## src/rtl/mtf_pkg.sv

```systemverilog
// Package: shared constants and types for the trial-factoring block.
`timescale 1ns / 1ps
package mtf_pkg;
  localparam int EXPONENT_BITS = 63;
  localparam int MULT_BITS = 64;
  localparam int Q_BITS = 128;
  localparam int EXP_CNT_BITS = $clog2(EXPONENT_BITS);
  localparam int BIT_CNT_BITS = $clog2(Q_BITS);

  typedef logic [Q_BITS-1:0] q_t;

  typedef enum logic [1:0] {
    OP_MUL,
    OP_DOUBLE
  } op_t;
endpackage

```

## src/rtl/mtf_modmul.sv

```systemverilog
// Shared modular unit: bit-serial a*a mod q (square), or a single 2a mod q step.
`timescale 1ns / 1ps
module mtf_modmul (
  input  logic           clk,
  input  logic           rst,
  input  logic           start,
  input  mtf_pkg::op_t   op,
  input  mtf_pkg::q_t    a,
  input  mtf_pkg::q_t    q,
  output logic           done,
  output mtf_pkg::q_t    r
);
  import mtf_pkg::*;

  logic                    busy;
  op_t                     op_r;
  q_t                      b;
  logic [BIT_CNT_BITS-1:0] cnt;
  logic [Q_BITS:0]         dbl, dsub, add, asub;
  q_t                      r_dbl, r_add, r_step;

  // one modular add: doubling, then optional add of a
  always_comb begin
    dbl   = {r, 1'b0};
    dsub  = dbl - {1'b0, q};
    r_dbl = dsub[Q_BITS] ? dbl[Q_BITS-1:0] : dsub[Q_BITS-1:0];
    add   = {1'b0, r_dbl} + {1'b0, a};
    asub  = add - {1'b0, q};
    r_add = asub[Q_BITS] ? add[Q_BITS-1:0] : asub[Q_BITS-1:0];
    r_step = b[Q_BITS-1] ? r_add : r_dbl;
  end

  always_ff @(posedge clk) begin
    done <= 1'b0;
    if (rst) begin
      busy <= 1'b0;
    end else if (start) begin
      busy <= 1'b1;
      op_r <= op;
      cnt  <= '1;
      if (op == OP_DOUBLE) begin
        r <= a;
      end else begin
        r <= '0;
      end
      b <= a;
    end else if (busy) begin
      if (op_r == OP_DOUBLE) begin
        r    <= r_dbl;
        busy <= 1'b0;
        done <= 1'b1;
      end else begin
        r   <= r_step;
        b   <= {b[Q_BITS-2:0], 1'b0};
        cnt <= cnt - 1'b1;
        if (cnt == '0) begin
          busy <= 1'b0;
          done <= 1'b1;
        end
      end
    end
  end
endmodule

```

## config.mk

```make
export PLATFORM = sky130hd
export DESIGN_NAME = mtf_modmul
export DESIGN_NICKNAME = d
export VERILOG_FILES = /design/src/rtl/mtf_pkg.sv /design/src/rtl/mtf_modmul.sv
export SDC_FILE = /design/constraint.sdc
export NUM_CORES = 2
export LEC_CHECK = 0
export ABC_AREA = 1
export ABC_CLOCK_PERIOD_IN_PS = 23600
export BUFFER_PORTS_ARGS = -buffer_cell sky130_fd_sc_hd__buf_2
export CORE_ASPECT_RATIO = 2
export CORE_UTILIZATION = 31
export DETAILED_ROUTE_END_ITERATION = 7
export PLACE_DENSITY_LB_ADDON = 0.08
export RECOVER_POWER = 100
export SYNTH_ARGS = -nofsm -noshare
export SYNTH_HDL_FRONTEND = slang
export SYNTH_SLANG_ARGS = --single-unit
```

## constraint.sdc

```tcl
create_clock -name clk -period 23.6 [get_ports clk]
set_input_delay 4.72 -clock clk [delete_from_list [all_inputs] [get_ports clk]]
set_output_delay 4.72 -clock clk [all_outputs]
set_load 0.03 [all_outputs]
```

==> flow_metrics.tcl, run 1 <==
set metrics [dict create \
    clkSinkCount 267 \
    grt_pass1_wl_um 887000 \
    grt_pass1_vias 88736 \
    grt_max_degree 83 \
    h-tree-depth 2 \
    floorplan.die.width_um 310 \
    status "stopped before the end" \
    die_h_um 617 \
    initial_utilization 0.312 \
    fp-row-count 225 \
    cts_hold_buffers 0 \
    post-dp-hpwl_um 433000 \
    cts_resized 0 \
    avgSynthCellArea_sq_um 5.04 \
    clock_path_buffers 3 \
    routabilityCongestion 1.34 \
    numCtsBuffers 35 \
    syn_nets 12291 \
    cts_root_buffer "clkbuf_16" \
    ys_ff_latch 267 \
    syn_area_sq_mm 0.0586 \
    grt_overflow 1518 \
    portBuffers 389 \
    synth_cell_types 46 \
    grtUsageTotal 0.654 \
    seq_area_frac_synth 0.136 \
    syn_inst 11642 \
    placed_area_sq_mm 0.0635 \
    error "[ERROR GRT-0116] Global routing finished with congestion. Check the congestion regions in the DRC Viewer." \
    haltStage "5_1_grt" \
    io-pin-count 390 \
    post-cts-setup-buffers 0 \
    yosysWarnings 0 \
]
[per-stage QoR]
stage                     setup slack, ns  utilization  instances
after floorplan                     11.51            -      11642
after global placement               7.64        0.338      14434
after detailed placement             7.72        0.338      14434
after CTS                            8.32        0.345      14497
[cell usage after synthesis, drive strengths merged]
cell type / instances / area (sq um)
a21boi: 2 / 15.0
a21o: 10 / 75.1
a21oi: 377 / 1900
a31oi: 1 / 6.26
and2: 77 / 482
buf: 69 / 514
clkbuf: 93 / 349
clkinv: 4 / 15.0
dfxtp: 2 / 40.0
edfxtp: 265 / 7960
fa: 3 / 60.1
ha: 385 / 4820
inv: 2660 / 9980
nand2: 5336 / 20300
nand3: 811 / 4160
nand3b: 93 / 698
nand4: 67 / 419
nor2: 883 / 3400
nor3: 103 / 542
nor4: 19 / 125
o21a: 7 / 52.6
o21ai: 130 / 651
o21bai: 48 / 360
or2: 3 / 18.8
xnor2: 63 / 552
xor2: 131 / 1150
[kinds of logic after synthesis]
group / after synthesis / synth area share
adder cells (fa/ha/maj): 388 / 0.0832
buffers and inverters: 2826 / 0.185
flip-flops: 267 / 0.136
XOR/XNOR: 194 / 0.0290
AND/OR/NAND/NOR: 7392 / 0.514
AO/OA/AOI/OAI: 575 / 0.0522
[metal layers]
metal	GRT overflow	global-route usage
met3	110	0.412
met1	47	0.659
met4	461	0.703
met2	886	0.859
met5	14	0.0946
==> run 2, diff against run 1 <==
CORE_ASPECT_RATIO = not set   (was 2)
CORE_UTILIZATION = 20   (was 31)
PLACE_DENSITY_LB_ADDON = 0.15   (was 0.08)
==> run 2 against run 1 <==
Effect of this change:
- the flow now finishes, with violations (max-capacitance violations, max-slew violations)
- synthesized cell count stayed put
- synthesized area stayed put
==> flow_metrics.tcl, run 2 <==
set metrics [dict create \
    slowest_stage "nand2_1" \
    floorplan.die.width_um 543 \
    p_comb_frac 0.881 \
    wl_per_cell_um 26.7 \
    worstPathArrival_ns 19.82 \
    fp-row-count 198 \
    avgSynthCellArea_sq_um 5.04 \
    rsz0062_at_grt "false" \
    synth_top_cells_by_area "nand2_1 34%, inv_1 17%, edfxtp_1 14%" \
    grt_pass1_vias 67826 \
    drcViolationCount 0 \
    clk_pin_slew_ns 0.06 \
    grtUsageTotal 0.278 \
    p_leak_nw 39.4 \
    final_nets 12587 \
    synth_enable_flop_cells 265 \
    grt_overflow 0 \
    drv_slew 823 \
    status "finished, violations left" \
    hold_violations 0 \
    p_int_mw 3.13 \
    synthTopCellsByCount "5287 x nand2_1, 2622 x inv_1, 856 x nor2_1" \
    min_from "b[58]" \
    reg_top3 "b: 128 flops, r: 128 flops, cnt: 7 flops" \
    nFillCells 35304 \
    layout_common_cells "5286 x nand2_1, 2620 x inv_1, 855 x nor2_1, 790 x nand3_1, 385 x ha_1" \
    syn_nets 12291 \
    fmaxAchievable_mhz 51.8 \
    cp-startpoint "q[117]" \
    tns_ns 0 \
    cts_resized 0 \
    crit_path_max_incr_delay_ns 1.94 \
    ys_ff_latch 267 \
    initial_utilization 0.201 \
    fin_skew_ns 0.0282 \
    path_class "primary input to register" \
    cts_tree "built" \
    num_vias 72622 \
    portBuffers 389 \
    core_area_sq_mm 0.291 \
    power.density_mw_per_mm2 167 \
    placed_area_sq_mm 0.0649 \
    synth_cell_types 46 \
    die_h_um 543 \
    cts_root_buffer "clkbuf_16" \
    seq_area_frac_synth 0.136 \
    synth_top_area_share 0.339 \
    drive_gt1_frac 0.0400 \
    routabilityCongestion 1.07 \
    syn_inst 11642 \
    period_minus_slack_ns 19.31 \
    yosysWarnings 0 \
    numCtsBuffers 39 \
    post-cts-setup-buffers 0 \
    area_delta_synth_final_pct 12.3 \
    syn_area_sq_mm 0.0586 \
    switching_share 0.716 \
    avgViaCountPerCell 4.58 \
    seqPwrFrac 0.066 \
    clkPwrFrac 0.053 \
    clkSinkCount 267 \
    clock_path_buffers 3 \
    dr.pass1.iters 8 \
    period_share 0.818 \
    post-dp-hpwl_um 381000 \
    grt_pass1_wl_um 559000 \
    cts_hold_buffers 0 \
    drt_wl_total_um 423000 \
    synth_area_leader_cell "nand2_1" \
    max_slew_margin -3.52 \
    antenna_found_initial 17 \
    async_flop_share 0 \
    first_iter_violations 7584 \
    critPathMostFrequentCell "nand2_1" \
    worst_pin_slew_ns 6.78 \
    critPathRequiredTime_ns 24.11 \
    antenna_left 0 \
    r2r_start "r[115]" \
    cap_violations 15 \
    final_common_cell "nand2_1" \
    io-pin-count 390 \
    violations "max-capacitance violations, max-slew violations" \
    die-area_sq_mm 0.295 \
    cp_max_fo 67 \
    fin_area_sq_mm 0.0658 \
    multi_input_area_sq_mm 0.0398 \
    synthFlopType "edfxtp_1" \
    grt_max_degree 117 \
    p_switching_mw 7.89 \
    seqCellArea_sq_mm 0.00800 \
    holdCritPathClass "register to register" \
    start_kind "primary input" \
    yosysMostFrequentCell "nand2_1" \
    setup_viol 0 \
    clk-insertion-delay-late_ns 0.67 \
    vdd_ir_drop_max_mv 0.102 \
    h-tree-depth 2 \
    endpoint_kind "register" \
]
run 2: cell counts after synthesis:
Identical to the previous run, type by type.
run 2: metal layers:
metal / routed length (um) / GRT usage / share of wire
met1: 194000 / 0.388 / 0.46
met5: 40 / 0 / 0.000094
met2: 175000 / 0.417 / 0.41
met3: 28300 / 0.0313 / 0.067
met4: 26200 / 0.147 / 0.062
run 2: path summary, 6_finish.rpt:
path                            endpoint  slack [ns]  cells after the start
worst max-delay path               r[14]        4.29                     51
worst max register to register     r[14]        7.90                     49
worst min-delay path               b[59]        0.49                      2
worst min register to register     b[59]        0.49                      2
run 2: power groups by stage:
| stage | Sequential, mW | Combinational (mW) | Clock [mW] |
|---|---|---|---|
| after floorplan | 0.740 | 5.08 | 0 |
| after global placement | 0.731 | 9.39 | 0 |
| after detailed placement | 0.729 | 9.31 | 0 |
| after CTS | 0.720 | 9.36 | 0.604 |
| after global routing | 0.726 | 10.3 | 0.614 |
| final | 0.731 | 9.71 | 0.584 |
run 2: layout make-up:
class	instances	area share
antenna	8	0.000304
clock buffer	44	0.0151
clock inverter	20	0.00270
inverter	2664	0.152
multi-input combinational	8549	0.605
sequential	267	0.121
tap	3900	0.0741
timing repair buffer	417	0.0298
run 2: through the flow:
step                      setup WS (ns)  power [mW]  utilization  instances  hold WS, ns
after detailed placement           7.75        10.0        0.223      15797        0.494
final                              4.29        11.0        0.226      15869        0.495
after global placement             7.68        10.1        0.223      15797        0.494
after CTS                          8.45        10.7        0.227      15861        0.490
after floorplan                   11.51        5.82            -      11642        0.487
after global routing               3.87        11.6        0.226      15862        0.525
run 2: logic make-up after synthesis:
group                      share of synthesized area
AOI/OAI and AO/OA                             0.0522
xor gates and xnor gates                      0.0290
adders and majority gates                     0.0832
buffers and inverters                          0.185
DFF                                            0.136
and+or+nand+nor                                0.514
run 2: critical path: cells and delay by family:
kind                     cells  cell delay (ns)
AND/OR/NAND/NOR             38             9.16
buffers and inverters       10             4.48
adder cells (fa/ha/maj)      3             1.11
Note: power is estimated with default switching activity, not from simulation.
